$ cat src/hdl/dtdt_pkg.sv
// ----------------------------------------------------------------------------
// dtdt_pkg
// Shared types and constants for the double to decimal text converter.
// ----------------------------------------------------------------------------
`default_nettype none

package dtdt_pkg;

  localparam logic [7:0]  CHAR_ZERO   = 8'h30;
  localparam logic [7:0]  CHAR_DOT    = 8'h2E;
  localparam logic [7:0]  CHAR_MINUS  = 8'h2D;
  localparam logic [7:0]  CHAR_NONE   = 8'h00;
  localparam int unsigned DEC_DIGITS  = 19;
  // largest fraction value (2^-37 units) not above 0.0001
  localparam logic [37:0] FRAC_THRESH = 38'd13743895;

  typedef enum logic [2:0] {
    CH_ERR,
    CH_MINUS,
    CH_INT,
    CH_DOT,
    CH_FRAC
  } char_sel_e;

  typedef enum logic [3:0] {
    ST_IDLE,
    ST_ROUND0,
    ST_ERR,
    ST_MINUS,
    ST_CONV,
    ST_SKIP,
    ST_INT,
    ST_DOT,
    ST_FMUL,
    ST_FDIG
  } state_e;

  typedef struct packed {
    logic      load;
    logic      round0;
    logic      dabble;
    logic      skip;
    logic      fmul;
    logic      emit;
    char_sel_e sel;
    logic      last;
  } dtdt_cmd_t;

  typedef struct packed {
    logic err;
    logic neg;
    logic bits_zero;
    logic top_zero;
    logic digits_one;
    logic frac_more;
    logic next_small;
    logic out_free;
  } dtdt_stat_t;

endpackage

`default_nettype wire

$ cat src/hdl/double_to_decimal_text_top.sv
// ----------------------------------------------------------------------------
// double_to_decimal_text_top
// Binary64 bit pattern in, decimal ASCII text out, one character per beat.
// ----------------------------------------------------------------------------
// Per number: load, round the fraction to 24 significant bits, then either
// an error beat, or an optional minus sign, binary to BCD over the integer
// bits, leading-zero skip, integer digits and, with a fraction, the point
// and per fraction digit a times-ten step followed by a round step.
// One number in flight; input ready only in idle. Reset clears control.
// ----------------------------------------------------------------------------
`default_nettype none

module double_to_decimal_text_top #(
  parameter int unsigned MAX_TEXT_CHARS = 63
) (
  input  wire         clk_i,
  input  wire         rst_ni,
  input  wire         s_axis_tvalid_i,
  output logic        s_axis_tready_o,
  input  wire  [63:0] s_axis_tdata_i,   // [63:0] value_bits
  output logic        m_axis_tvalid_o,
  input  wire         m_axis_tready_i,
  output logic [7:0]  m_axis_tdata_o,   // [7:0] char_code
  output logic        m_axis_tlast_o,   // last_char
  output logic        m_axis_tuser_o    // [0] range_error
);

  dtdt_pkg::dtdt_cmd_t  cmd;
  dtdt_pkg::dtdt_stat_t stat;

  dtdt_ctrl #(
    .MAX_TEXT_CHARS(MAX_TEXT_CHARS)
  ) u_ctrl (
    .clk_i      (clk_i),
    .rst_ni     (rst_ni),
    .in_valid_i (s_axis_tvalid_i),
    .in_ready_o (s_axis_tready_o),
    .stat_i     (stat),
    .cmd_o      (cmd)
  );

  dtdt_dp u_dp (
    .clk_i         (clk_i),
    .rst_ni        (rst_ni),
    .value_bits_i  (s_axis_tdata_i),
    .cmd_i         (cmd),
    .stat_o        (stat),
    .out_valid_o   (m_axis_tvalid_o),
    .out_ready_i   (m_axis_tready_i),
    .char_code_o   (m_axis_tdata_o),
    .last_char_o   (m_axis_tlast_o),
    .range_error_o (m_axis_tuser_o)
  );

endmodule

`default_nettype wire

$ cat src/hdl/dtdt_ctrl.sv
// ----------------------------------------------------------------------------
// dtdt_ctrl
// Sequencer: conversion steps and character emission order.
// ----------------------------------------------------------------------------
`default_nettype none

module dtdt_ctrl #(
  parameter int unsigned MAX_TEXT_CHARS = 63
) (
  input  wire                 clk_i,
  input  wire                 rst_ni,
  input  wire                 in_valid_i,
  output logic                in_ready_o,
  input  dtdt_pkg::dtdt_stat_t stat_i,
  output dtdt_pkg::dtdt_cmd_t  cmd_o
);

  localparam int unsigned CW = $clog2(MAX_TEXT_CHARS + 1);

  dtdt_pkg::state_e state_q, state_d;
  logic [CW-1:0]    cnt_q, cnt_d;
  logic             cnt_last;

  assign cnt_last = (cnt_q == CW'(MAX_TEXT_CHARS - 1));

  always_ff @(posedge clk_i or negedge rst_ni) begin
    if (!rst_ni) begin
      state_q <= dtdt_pkg::ST_IDLE;
      cnt_q   <= '0;
    end else begin
      state_q <= state_d;
      cnt_q   <= cnt_d;
    end
  end

  always_comb begin
    state_d    = state_q;
    cnt_d      = cnt_q;
    in_ready_o = 1'b0;
    cmd_o      = '0;
    cmd_o.sel  = dtdt_pkg::CH_ERR;
    unique case (state_q)
      dtdt_pkg::ST_IDLE: begin
        in_ready_o = 1'b1;
        if (in_valid_i) begin
          cmd_o.load = 1'b1;
          cnt_d      = '0;
          state_d    = dtdt_pkg::ST_ROUND0;
        end
      end
      dtdt_pkg::ST_ROUND0: begin
        cmd_o.round0 = 1'b1;
        if (stat_i.err)      state_d = dtdt_pkg::ST_ERR;
        else if (stat_i.neg) state_d = dtdt_pkg::ST_MINUS;
        else                 state_d = dtdt_pkg::ST_CONV;
      end
      dtdt_pkg::ST_ERR: begin
        if (stat_i.out_free) begin
          cmd_o.emit = 1'b1;
          cmd_o.sel  = dtdt_pkg::CH_ERR;
          cmd_o.last = 1'b1;
          state_d    = dtdt_pkg::ST_IDLE;
        end
      end
      dtdt_pkg::ST_MINUS: begin
        if (stat_i.out_free) begin
          cmd_o.emit = 1'b1;
          cmd_o.sel  = dtdt_pkg::CH_MINUS;
          cmd_o.last = cnt_last;
          cnt_d      = cnt_q + CW'(1);
          state_d    = cnt_last ? dtdt_pkg::ST_IDLE : dtdt_pkg::ST_CONV;
        end
      end
      dtdt_pkg::ST_CONV: begin
        if (stat_i.bits_zero) state_d = dtdt_pkg::ST_SKIP;
        else                  cmd_o.dabble = 1'b1;
      end
      dtdt_pkg::ST_SKIP: begin
        if (stat_i.top_zero && !stat_i.digits_one) cmd_o.skip = 1'b1;
        else                                       state_d = dtdt_pkg::ST_INT;
      end
      dtdt_pkg::ST_INT: begin
        if (stat_i.out_free) begin
          cmd_o.emit = 1'b1;
          cmd_o.sel  = dtdt_pkg::CH_INT;
          cmd_o.last = (stat_i.digits_one && !stat_i.frac_more) || cnt_last;
          cnt_d      = cnt_q + CW'(1);
          if (cmd_o.last)             state_d = dtdt_pkg::ST_IDLE;
          else if (stat_i.digits_one) state_d = dtdt_pkg::ST_DOT;
        end
      end
      dtdt_pkg::ST_DOT: begin
        if (stat_i.out_free) begin
          cmd_o.emit = 1'b1;
          cmd_o.sel  = dtdt_pkg::CH_DOT;
          cmd_o.last = cnt_last;
          cnt_d      = cnt_q + CW'(1);
          state_d    = cnt_last ? dtdt_pkg::ST_IDLE : dtdt_pkg::ST_FMUL;
        end
      end
      dtdt_pkg::ST_FMUL: begin
        cmd_o.fmul = 1'b1;
        state_d    = dtdt_pkg::ST_FDIG;
      end
      dtdt_pkg::ST_FDIG: begin
        if (stat_i.out_free) begin
          cmd_o.emit = 1'b1;
          cmd_o.sel  = dtdt_pkg::CH_FRAC;
          cmd_o.last = stat_i.next_small || cnt_last;
          cnt_d      = cnt_q + CW'(1);
          state_d    = cmd_o.last ? dtdt_pkg::ST_IDLE : dtdt_pkg::ST_FMUL;
        end
      end
      default: state_d = dtdt_pkg::ST_IDLE;
    endcase
  end

endmodule

`default_nettype wire

$ cat src/hdl/dtdt_dp.sv
// ----------------------------------------------------------------------------
// dtdt_dp
// Datapath: field unpack, binary to BCD, binary32 fraction digits, output reg.
// ----------------------------------------------------------------------------
`default_nettype none

module dtdt_dp (
  input  wire                  clk_i,
  input  wire                  rst_ni,
  input  wire  [63:0]          value_bits_i,
  input  dtdt_pkg::dtdt_cmd_t  cmd_i,
  output dtdt_pkg::dtdt_stat_t stat_o,
  output logic                 out_valid_o,
  input  wire                  out_ready_i,
  output logic [7:0]           char_code_o,
  output logic                 last_char_o,
  output logic                 range_error_o
);

  localparam int unsigned BW = 4 * dtdt_pkg::DEC_DIGITS;

  // round to 24 significant bits, ulp at bit s, nearest even
  function automatic logic [66:0] round_sig(input logic [66:0] x, input logic [6:0] s);
    logic [66:0] ulp;
    logic [66:0] half;
    logic [66:0] low;
    logic [66:0] trunc;
    logic        up;
    ulp   = 67'd1 << s;
    half  = ulp >> 1;
    low   = x & (ulp - 67'd1);
    trunc = x & ~(ulp - 67'd1);
    up    = (low > half) || ((low == half) && ((x & ulp) != '0));
    return trunc + (up ? ulp : 67'd0);
  endfunction

  function automatic logic [3:0] lead14(input logic [13:0] v);
    logic [3:0] p;
    p = '0;
    for (int i = 0; i < 14; i++) begin
      if (v[i]) p = 4'(i);
    end
    return p;
  endfunction

  logic          err_q, neg_q;
  logic [6:0]    bitcnt_q;
  logic [62:0]   ibits_q;
  logic [65:0]   g_q;
  logic [BW-1:0] bcd_q;
  logic [4:0]    dleft_q;
  logic [37:0]   r_q;
  logic [40:0]   p_q;
  logic          out_valid_q;
  logic [7:0]    char_q;
  logic          last_q, rerr_q;

  logic [10:0]   expf;
  logic [52:0]   mant;
  logic [65:0]   g_load;
  logic [BW-1:0] bcd_adj;
  logic [66:0]   r0_rnd;
  logic [66:0]   p_rnd;
  logic [4:0]    dval;
  logic [3:0]    digit;
  logic [37:0]   r_next;
  logic [7:0]    char_d;
  logic          out_free;

  assign expf = value_bits_i[62:52];
  assign mant = {(expf != 11'd0), value_bits_i[51:0]};

  always_comb begin
    if (expf >= 11'd1009 && expf <= 11'd1074) g_load = 66'(mant) << (expf - 11'd1009);
    else                                      g_load = '0;
  end

  always_comb begin
    for (int k = 0; k < dtdt_pkg::DEC_DIGITS; k++) begin
      bcd_adj[4*k +: 4] = (bcd_q[4*k +: 4] >= 4'd5) ? bcd_q[4*k +: 4] + 4'd3
                                                    : bcd_q[4*k +: 4];
    end
  end

  assign r0_rnd = round_sig({1'b0, g_q}, 7'd29 + 7'(lead14(g_q[65:52])));
  assign p_rnd  = round_sig(67'(p_q), 7'd4 + 7'(lead14(p_q[40:27])));
  assign dval   = p_rnd[41:37];
  assign digit  = (dval >= 5'd10) ? 4'(dval - 5'd10) : dval[3:0];
  assign r_next = {1'b0, p_rnd[36:0]};

  always_comb begin
    unique case (cmd_i.sel)
      dtdt_pkg::CH_ERR:   char_d = dtdt_pkg::CHAR_NONE;
      dtdt_pkg::CH_MINUS: char_d = dtdt_pkg::CHAR_MINUS;
      dtdt_pkg::CH_INT:   char_d = dtdt_pkg::CHAR_ZERO + 8'(bcd_q[BW-1 -: 4]);
      dtdt_pkg::CH_DOT:   char_d = dtdt_pkg::CHAR_DOT;
      dtdt_pkg::CH_FRAC:  char_d = dtdt_pkg::CHAR_ZERO + 8'(digit);
      default:            char_d = dtdt_pkg::CHAR_NONE;
    endcase
  end

  always_ff @(posedge clk_i) begin
    if (cmd_i.load) begin
      err_q    <= (expf >= 11'd1086);
      neg_q    <= value_bits_i[63] && (value_bits_i[62:0] != 63'd0);
      bitcnt_q <= (expf >= 11'd1023 && expf <= 11'd1085) ? 7'(expf - 11'd1022) : 7'd0;
      ibits_q  <= {mant, 10'd0};
      g_q      <= g_load;
      bcd_q    <= '0;
      dleft_q  <= 5'(dtdt_pkg::DEC_DIGITS);
    end
    if (cmd_i.round0) begin
      r_q <= (g_q[65:52] == '0) ? 38'd0 : r0_rnd[66:29];
    end
    if (cmd_i.dabble) begin
      bcd_q    <= {bcd_adj[BW-2:0], ibits_q[62]};
      ibits_q  <= {ibits_q[61:0], 1'b0};
      bitcnt_q <= bitcnt_q - 7'd1;
    end
    if (cmd_i.skip || (cmd_i.emit && cmd_i.sel == dtdt_pkg::CH_INT)) begin
      bcd_q   <= {bcd_q[BW-5:0], 4'd0};
      dleft_q <= dleft_q - 5'd1;
    end
    if (cmd_i.fmul) begin
      p_q <= {r_q, 3'd0} + {2'd0, r_q, 1'd0};
    end
    if (cmd_i.emit && cmd_i.sel == dtdt_pkg::CH_FRAC) begin
      r_q <= r_next;
    end
    if (cmd_i.emit) begin
      char_q <= char_d;
      last_q <= cmd_i.last;
      rerr_q <= (cmd_i.sel == dtdt_pkg::CH_ERR);
    end
  end

  assign out_free = !out_valid_q || out_ready_i;

  always_ff @(posedge clk_i or negedge rst_ni) begin
    if (!rst_ni) begin
      out_valid_q <= 1'b0;
    end else if (cmd_i.emit) begin
      out_valid_q <= 1'b1;
    end else if (out_ready_i) begin
      out_valid_q <= 1'b0;
    end
  end

  always_comb begin
    stat_o.err        = err_q;
    stat_o.neg        = neg_q;
    stat_o.bits_zero  = (bitcnt_q == 7'd0);
    stat_o.top_zero   = (bcd_q[BW-1 -: 4] == 4'd0);
    stat_o.digits_one = (dleft_q == 5'd1);
    stat_o.frac_more  = (r_q > dtdt_pkg::FRAC_THRESH);
    stat_o.next_small = (r_next <= dtdt_pkg::FRAC_THRESH);
    stat_o.out_free   = out_free;
  end

  assign out_valid_o   = out_valid_q;
  assign char_code_o   = char_q;
  assign last_char_o   = last_q;
  assign range_error_o = rerr_q;

endmodule

`default_nettype wire

$ cat config.mk
export PLATFORM = sky130hd
export DESIGN_NAME = double_to_decimal_text_top
export DESIGN_NICKNAME = d
export VERILOG_FILES = /design/src/hdl/dtdt_pkg.sv /design/src/hdl/double_to_decimal_text_top.sv /design/src/hdl/dtdt_ctrl.sv /design/src/hdl/dtdt_dp.sv
export SDC_FILE = /design/constraint.sdc
export NUM_CORES = 1
export LEC_CHECK = 0
export BUFFER_PORTS_ARGS = -buffer_cell sky130_fd_sc_hd__buf_2
export CAP_MARGIN = 20
export CORE_AREA = 8 8 296 298
export CTS_CLUSTER_DIAMETER = 100
export CTS_CLUSTER_SIZE = 20
export DETAILED_ROUTE_END_ITERATION = 8
export DIE_AREA = 0 0 304 306
export HOLD_SLACK_MARGIN = 0.03
export PLACE_DENSITY = 0.49
export SYNTH_ARGS = -nofsm -noshare
export SYNTH_HDL_FRONTEND = slang
export SYNTH_HIERARCHICAL = 1
export SYNTH_SLANG_ARGS = --single-unit
$ cat constraint.sdc
create_clock -name clk_i -period 26.7 [get_ports clk_i]
set_input_delay 2.67 -clock clk_i [delete_from_list [all_inputs] [get_ports clk_i]]
set_output_delay 2.67 -clock clk_i [all_outputs]
set_load 0.005 [all_outputs]
Word level (Yosys, flattened, before mapping)
Cells that the tools add are included.

Bits in registers: 309. Input bits: 68. Output and inout port bits: 12.

Add/subtract/negate cells: 34. Order comparisons: 29. Equality and inequality tests: 27. Shift operators: 3. Muxes and demuxes: 98. Bitwise logic cells: 8. Reductions and logical operators: 36.

Operators by type and width (count): $mux W76 (3); $and A66 B67 Y67 (3); $mux W4 (43); $and A41 B67 Y67 (2); $eq A67 B66 Y1 (2); $gt A67 B66 Y1 (2); $reduce_bool A67 Y1 (2); $sub A67 B1 Y67 const B (2); $mux W63 (2); $ge A4 B3 Y1 const B (19); $mux W37 (2); $add A4 B2 Y4 const B (18); $add A67 B67 Y67 (1); $mux W67 (1); $not A67 Y67 (1); $shl A1 B5 Y67 const A (1); $shl A1 B7 Y67 const A (1); $shl A53 B11 Y66 (1); $reduce_bool A63 Y1 (1); $add A42 B42 Y42 (1); $and A41 B42 Y42 (1); $mux W42 (1); $not A42 Y42 (1); $add A41 B39 Y41 (1); 52 further kinds (123).

Longest topological paths before layout
Gate-level depths: netlist of the first run.

Depth after elaboration: 30. Depth in mapped cells: 48. Gate-level depth less buffers: 45.

By module
Netlist of the first run, hierarchy kept.

By module, submodules not included: dtdt_dp (times used 1, cells each 3204, area an instance 27909.3 um2); dtdt_ctrl (times used 1, cells each 106, area an instance 914.6 um2).

Worst setup path after synthesis of the first run
OpenSTA, ideal clock, no wires.

Path kind: reg2reg. Start: register u_dp.p_q[32]. End: register u_ctrl.state_q[3]. Arrival: 8681 ps. Required time: 26568 ps. Slack: 17887 ps. Stages on the path, launching flop included: 44. Buffers on the path: 6. Cells stage by stage: edfxtp_1 -> buf_2 -> or4_1 -> and3_1 -> nor2_1 -> inv_1 -> ha_1 -> clkbuf_1 -> nor2_1 -> clkbuf_1 -> nand2_1 -> ha_1 -> o21ai_1 -> clkbuf_1 -> nor2_1 -> a21oi_1 -> o21ai_0 -> and2_1 -> [8 not listed] -> nor3_1 -> ha_1 -> buf_6 -> and3_4 -> a221oi_2 -> o211ai_1 -> o211ai_2 -> a31oi_1 -> o31a_2 -> nand3_1 -> xnor2_1 -> nor2_1 -> or4_1 -> a211o_1 -> nor3_2 -> nor3_1 -> nor3_1 -> o22ai_1.

RTL lines: start, declared (RTL line dtdt_dp.sv:53) `logic [40:0] p_q;`; start signal, assigned (RTL line dtdt_dp.sv:125) `p_q <= {r_q, 3'd0} + {2'd0, r_q, 1'd0};`; end signal, assigned (RTL line dtdt_ctrl.sv:28) `state_q <= dtdt_pkg::ST_IDLE;`; end signal, assigned (RTL line dtdt_ctrl.sv:31) `state_q <= state_d;`; end, declared (RTL line dtdt_ctrl.sv:20) `dtdt_pkg::state_e state_q, state_d;`.

Worst setup path in the final report of the first run
Start: register u_dp.p_q[33]. End: register u_dp.char_q[2], in the netlist u_dp/char_code_o[2] (data pin).

Word-level cells in the longest chain between the ends: 21.

Ends and longest elaborated chain: branches (longest 16 deep; another with $sub A67 B1 Y67); $add A42 B42 Y42 * (RTL line dtdt_dp.sv:34) `return trunc + (up ? ulp : 67'd0);`; $sub A4 B4 Y4 / $ge A5 B4 Y1 (equally long branches) (RTL line dtdt_dp.sv:88) `assign digit = (dval >= 5'd10) ? 4'(dval - 5'd10) : dval[3:0];`; $mux W4 * (RTL line dtdt_dp.sv:88); $add A6 B4 Y7 * (RTL line dtdt_dp.sv:97) `dtdt_pkg::CH_FRAC: char_d = dtdt_pkg::CHAR_ZERO + 8'(digit);`; $pmux W8 S4 * (RTL line dtdt_dp.sv:92) `unique case (cmd_i.sel)`; end signal, assigned (RTL line dtdt_dp.sv:131) `char_q <= char_d;`; end, declared (RTL line dtdt_dp.sv:55) `logic [7:0] char_q;`.

Mark *: on every way between the ends. A chain may end at the register's enable or synchronous reset.

==> summary.md, run 1 <==
| Metric | Value |
|---|---|
| Status | `completed` |
| Final cycle utilization of the critical path | `0.3999` |
| CP endpoint | `u_dp/char_code_o[2]` |
| Worst-skew pair later-pin latency | `just under 0.6 ns` |
| R2r setup slk | `16.02 ns` |
| Ys Warns | `6` |
| CTS tree | `done` |
| Die W | `304 microns` |
| Worst R2R Path Depth | `39` |
| Die area | `0.09302 sq mm` |
| Max cap viols | `0` |
| Synth top area share | `0.3021` |
| Layout area overhead | `8.773%` |
| CP max stage delay | `0.64 ns` |
| WHS Path Cells | `0` |
| Crit end category | `register` |
| Final Critical Period | `10.68 ns` |
| Area contributors post-synth | `edfxtp_1 (30%), ha_1 (12%), a21oi_1 (5.2%)` |
| Core ar. | `0.08289 sq mm` |
| Cells after synthesis | `roughly 3300` |
| Flop and latch count out of synthesis | `between 300 and 400` |
| Post-synth ARST share | `0.03595` |
| Via density | `5.386` |
| Fmax | `~94 MHz` |
| CTS-repair resized insts | `0` |
| Vias in the first global route | `23018` |
| WS Path Type | `reg -> reg` |
| CTS clk-pin slew, worst paths | `0.09 ns` |
| Antenna violations before repair | `4` |
| CTS Hold Buffers Added | `0` |
| Crit-path slowest cell | `or4_1` |
| Crit start category | `register` |
| Post-DP HPWL | `~65000 microns` |
| VDD IR-drop max | `0.08865 mV` |
| Pins over their slew limit | `0` |
| Dominant synthesized flop cell | `edfxtp_1` |
| Layout cells sized above 1 | `0.09099` |
| Remaining Overflow, GRT | `0` |
| Row cnt | `approximately 110` |
| First-pass GRT wire length | `131400 microns` |
| Synthesized cell area | `0.02882 sq mm` |
| DIE HEIGHT | `306 microns` |
| Final Hold Fails | `0` |
| Lkg Pwr | `12.02 nW` |
| # H-tree levels | `1` |
| Pre-antenna DRT Iters | `5` |
| DRC viols | `0` |
| CTS root buffer | `clkbuf_16` |
| Hold Crit Class | `reg -> reg` |
| Post-CTS Setup Inserts | `0` |
| Total track usage | `0.1716` |
| Seq/Total Area, Yosys | `0.3151` |
| Syn_area_per_cell | `8.708 sq um` |
| Setup ws final | `approximately 16 ns` |
| Nets@finish | `3734` |
| Final setup fails | `0` |
| Fillcell total | `8479` |
| PortBufs | `a little under 80` |
| Max FO, Critical Path | `33` |
| Setup_tns | `0 ns` |
| RR Endpoint | `u_dp/char_code_o[2]` |
| Crit. Startpoint | `u_dp/p_q[33]` |
| Final clock skew | `roughly 0.04 ns` |
| Cell mode on critical path | `ha_1` |
| Slew at the pin with the worst max-slew slack | `around 1.0 ns` |
| Clock sink count | `306` |
| GPL Wtd Cong | `0.8989` |
| PwrDens | `73.83 mW/mm^2` |
| Largest net degree at the start of global routing | `73` |
| Cts bufs inserted | `22` |
| Commonest cells post-synth | `nand2_1 (371), a21oi_1 (297), edfxtp_1 (290), ha_1 (280), nor2_1 (250)` |
| Synth unique cells | `103` |
| WL/cell | `18.71 microns` |
| Top Ports | `80` |
| CP required | `27.12 ns` |
| Unrepaired setup endpoints after global routing | `no` |
| Count leader, synth | `nand2_1` |
| Drt initial violations | `1583` |
| Post-synth EDFFs | `290` |
| Antenna Nets Post-Route | `0` |
| Via Count | `24112` |
| Clock buffer depth | `3` |
| Slew headroom | `0.3005` |
| Arrival time worst endpoint | `11.10 ns` |
| Reg2reg start | `u_dp/p_q[33]` |
| Pre-CTS setup slack | `16.19 ns` |
| Final wirelength | `83780 microns` |
| Initial core utilization | `0.3477` |
| Largest area contributor in the netlist | `edfxtp_1` |
==> state kept, by name, indices dropped and copies added (netlist names), 4 cells and up <==
register	count
u_dp/bcd_q	76
u_ctrl/state_q	4
u_dp/ibits_q	53
u_dp/dleft_q	5
u_ctrl/cnt_q	6
u_dp/r_q	38
u_dp/char_code_o	6
u_dp/p_q	40
u_dp/g_q	66
u_dp/bitcnt_q	7
==> where the power goes <==
group          internal, mW  switching [mW]  total (mW)
Sequential            0.625          0.0742       0.699
Combinational         0.461           0.801        1.26
Clock                 0.165           0.188       0.354
Total                  1.25            1.06        2.31
==> critical path: cells and delay by family, from the launching register on <==
kind | cells | cell delay (ns)
DFF | 1 | 0.49
xor gates and xnor gates | 1 | 0.20
adders and majority gates | 5 | 1.70
AOI/OAI and AO/OA | 12 | 2.97
and+or+nand+nor | 18 | 4.34
buffers and inverters | 3 | 0.83
==> cells by family (layout without fill, tap and decap cells) <==
kind of cell,Yosys count,in the layout,share of synthesized area
simple gates,1185,1185,0.2020
compound gates,924,924,0.2042
buf+inv,323,276,0.04428
flops,306,306,0.3151
fa+ha+maj,282,282,0.1229
xor+xnor,156,156,0.04740
mux,132,132,0.06377
other cells,2,136,0.0002605
==> metrics by stage <==
stage | util | instance area [sq um] | cells | total power [mW] | hold slack, ns
floorplan | - | 29320 | 3443 | 1.595 | 0.4494
global placement | 0.3698 | 30650 | 4440 | 1.965 | 0.4810
detailed placement | 0.3698 | 30650 | 4440 | 1.952 | 0.4850
CTS | 0.3782 | 31350 | 4476 | 2.317 | 0.5047
global route | 0.3782 | 31350 | 4477 | 2.486 | 0.5303
finish | 0.3782 | 31350 | 4477 | 2.315 | 0.5083
==> layout by cell type (no fill, tap or decap), drive strengths merged, types with 88 or more instances in the layout <==
cell and n:
conb 135, inv 131, nand2 371, nor3 92
edfxtp 290, a21o 88, a21oi 297, buf 110
o21ai 179, ha 280, xnor2 107, nor2 252
==> worst min path at each step <==
stage | startpoint | to | slack (ns)
after floorplan | u_dp/r_q[0] | u_dp/p_q[1] | 0.45
after global placement | u_dp/r_q[0] | u_dp/p_q[1] | 0.48
after detailed placement | u_dp/r_q[0] | u_dp/p_q[1] | 0.49
after CTS | u_dp/r_q[0] | u_dp/p_q[1] | 0.50
after global routing | u_dp/r_q[0] | u_dp/p_q[1] | 0.53
final | u_dp/r_q[0] | u_dp/p_q[1] | 0.51
==> layout make-up <==
cell class / count / area (sq um) / share of cell area
antenna: 1 / 2.502 / 0.00007981
tap: 1080 / 1351 / 0.04310
multi-input combinational: 2814 / 19100 / 0.6091
timing repair buffer: 110 / 635.6 / 0.02027
inverter: 130 / 488.0 / 0.01556
clock inverter: 13 / 141.4 / 0.004510
sequential: 306 / 9084 / 0.2897
clock buffer: 23 / 554.3 / 0.01768
==> metal layers <==
metal	track usage	wire (microns)	share of wire
met5	0	0	0
met2	0.2913	39010	0.47
met1	0.2365	39670	0.47
met3	0.01468	2946	0.035
met4	0.04002	2150	0.026
Note: power is estimated with default switching activity, not from simulation.
==> inputs of run 2 (changes only) <==
==> constraint.sdc (replaced) <==
create_clock -name clk_i -period 9.83 [get_ports clk_i]
set_input_delay 0.983 -clock clk_i [delete_from_list [all_inputs] [get_ports clk_i]]
set_output_delay 0.983 -clock clk_i [all_outputs]
set_load 0.005 [all_outputs]
==> run 2 against run 1 <==
  * Sequential share of layout area decreased by 0.18 points
  * Via count increased by 1.3%
  * Register-to-register slack got worse by 15 ns
  * Clock power increased to 2.9 times the previous value
  * Design area increased by 0.62%
  * Power increased to 2.8 times the previous value
  * Combinational power increased to 2.8 times the previous value
  * Sequential cell count unchanged
  * Routed wire length decreased by 0.11%
  * Die area unchanged
  * Sequential power increased to 2.7 times the previous value
==> summary.md, run 2 (synthesis results as in run 1) <==
| Metric | Value |
|---|---|
| Top Ports | `80 (unchanged)` |
| Antenna violations before repair | `4 (unchanged)` |
| Stages on worst setup path | `43 (+10%)` |
| Final Critical Period | `9.092 ns (-1.585 ns)` |
| Crit end category | `register` |
| Max reg flops | `76 (unchanged)` |
| Final clock skew | `0.03186 ns (-0.008942 ns)` |
| Unrepaired setup endpoints after global routing | `no` |
| Initial core utilization | `0.3477 (unchanged)` |
| Slew at the pin with the worst max-slew slack | `1.050 ns (+0.0007086 ns)` |
| Hold Crit Class | `in -> async` |
| Die W | `304 microns (unchanged)` |
| Area after DPL | `0.03074 sq mm (+0.29%)` |
| Post-DP HPWL | `64920 microns (+0.23%)` |
| R2r setup slk | `0.74 ns (-15.29 ns)` |
| First-pass GRT wire length | `132600 microns (+0.91%)` |
| RR Endpoint | `u_dp/char_code_o[2]` |
| Combinational share of power | `0.548 (+0.003)` |
| Layout cells sized above 1 | `0.09645 (+0.005463)` |
| Layout area overhead | `9.450%` |
| GPL Wtd Cong | `0.9122 (+1.5%)` |
| CP required | `10.26 ns (-16.86 ns)` |
| Via Count | `24422 (+1.3%)` |
| Crit-path slowest cell | `or4_1` |
| Pre-antenna DRT Iters | `6 (+1)` |
| VDD IR-drop max | `0.2883 mV (+230%)` |
| Commonest non-fill, non-tap cell in the layout | `nand2_1` |
| Final setup fails | `0 (unchanged)` |
| Total track usage | `0.1722 (+0.0006533)` |
| Worst R2R Path Depth | `43 (+10%)` |
| Switching share of total power | `0.4559 (-0.003401)` |
| Crit path buf inv count | `4 (+1)` |
| Drt initial violations | `1564 (-1.2%)` |
| DRC viols | `0 (unchanged)` |
| Reg2reg start | `u_dp/p_q[33]` |
| Cts bufs inserted | `23 (+4.5%)` |
| Power Internal | `3.487 mW (+180%)` |
| PwrDens | `203.2 mW/mm^2 (+180%)` |
| Final instance area | `0.03155 sq mm (+0.62%)` |
| Crit. Startpoint | `u_dp/p_q[33]` |
| Cell mode on critical path | `ha_1` |
| Remaining Overflow, GRT | `0 (unchanged)` |
| Final cycle utilization of the critical path | `0.9249 (+0.5250)` |
| Final wirelength | `83690 microns (-0.11%)` |
| Arrival time worst endpoint | `9.53 ns (-1.57 ns)` |
| Nets@finish | `3747 (+0.35%)` |
| Clock buffer depth | `3 (unchanged)` |
| CTS root buffer | `clkbuf_16` |
| Vias in the first global route | `23365 (+1.5%)` |
| Sequential Power Share | `0.295 (-0.007)` |
| Most flops, register | `u_dp/bcd_q` |
| Cell family with most CP delay | `simple AND/OR/NAND/NOR gates` |
| Net switching power | `2.922 mW (+170%)` |
| Clock sink count | `306 (unchanged)` |
| Max cap viols | `0 (unchanged)` |
| Lkg Pwr | `12.11 nW (+0.74%)` |
| CTS tree | `done` |
| Setup_tns | `0 ns (unchanged)` |
| Crit start category | `register` |
| Final Hold Fails | `0 (unchanged)` |
| PortBufs | `77 (unchanged)` |
| Pins over their slew limit | `0 (unchanged)` |
| Fmax | `110.0 MHz (+17%)` |
| Clk network pwr share | `0.157 (+0.004)` |
| Via density | `5.436 (+0.92%)` |
| Row cnt | `106 (unchanged)` |
| CP max stage delay | `0.63 ns (about the same)` |
| CP endpoint | `u_dp/char_code_o[2]` |
| DIE HEIGHT | `306 microns (unchanged)` |
| Core ar. | `0.08289 sq mm (unchanged)` |
| # H-tree levels | `1 (unchanged)` |
| Most frequent cells in the layout | `nand2_1 (369), a21oi_1 (295), edfxtp_1 (290), ha_1 (278), nor2_1 (249)` |
| WL/cell | `18.63 microns (-0.47%)` |
| Die area | `0.09302 sq mm (unchanged)` |
| WS Path Type | `reg -> reg` |
| Regs by FF count | `u_dp/bcd_q (76), u_dp/g_q (66), u_dp/ibits_q (53)` |
| Largest net degree at the start of global routing | `73 (unchanged)` |
| Antenna Nets Post-Route | `0 (unchanged)` |
| Worst-skew pair later-pin latency | `0.59 ns (about the same)` |
| Max FO, Critical Path | `33 (unchanged)` |
| Slew headroom | `0.3000 (-0.0004730)` |
| CTS clk-pin slew, worst paths | `0.09 ns (about the same)` |
| Status | `completed` |
run 2: metrics by stage:
step	hold slack [ns]	setup WS, ns	utilization	instances	total power, mW
2_1_floorplan	0.4494	1.017	-	3443	4.331
3_3_place_gp	0.4767	0.4638	0.3709	4452	5.359
3_5_place_dp	0.4790	0.2899	0.3709	4452	5.335
4_1_cts	0.2425	0.2508	0.3800	4491	6.384
5_1_grt	0.2603	0.05263	0.3806	4492	6.889
6_report	0.2746	0.7379	0.3806	4493	6.409
run 2: cell type report:
type,count,area [sq um]
repair buffers,122,733.2
inverters,130,488.0
multi-input cells,2814,19130
clock buffers,25,583.1
clock inverters,14,170.2
diodes,2,5.005
flip-flops and latches,306,9084
fillers,8583,51340
well taps,1080,1351
run 2: worst min-delay path by stage:
stage	slack [ns]	end	from	cells after the start
after global routing	0.26	u_ctrl/cnt_q[2]	rst_ni	1
after floorplan	0.45	u_dp/p_q[1]	u_dp/r_q[0]	0
after detailed placement	0.48	u_dp/p_q[1]	u_dp/r_q[0]	0
after CTS	0.24	u_ctrl/cnt_q[2]	rst_ni	1
after global placement	0.48	u_dp/p_q[1]	u_dp/r_q[0]	0
final	0.27	u_ctrl/cnt_q[4]	rst_ni	1
run 2: routing by layer:
metal | wire, microns | global-route usage
met1 | 39510 | 0.2367
met2 | 39250 | 0.2919
met3 | 2784 | 0.01544
met4 | 2136 | 0.04169
met5 | 0 | 0
run 2: power groups by stage:
stage	Sequential [mW]	Clock (mW)	Combinational, mW
3_5_place_dp	1.92	0	3.42
3_3_place_gp	1.92	0	3.44
6_report	1.89	1.01	3.51
2_1_floorplan	1.81	0	2.52
5_1_grt	1.91	1.09	3.88
4_1_cts	1.89	1.06	3.44
run 2: worst reg2reg max path, delay by kind of cell (launching register included):
family / cells / cell delay (ns)
AND/OR/NAND/NOR: 16 / 3.30
adder cells (fa/ha/maj): 6 / 1.76
buffers and inverters: 4 / 0.61
XOR/XNOR: 1 / 0.21
flip-flops: 1 / 0.50
AO/OA/AOI/OAI: 16 / 2.58
run 2: repair_timing:
item / in CTS / in global routing
endpoints found under the setup margin: 0 / 6
hold buffers: 0 / 0
setup buffers: 0 / 0
gates resized for setup: 0 / 9
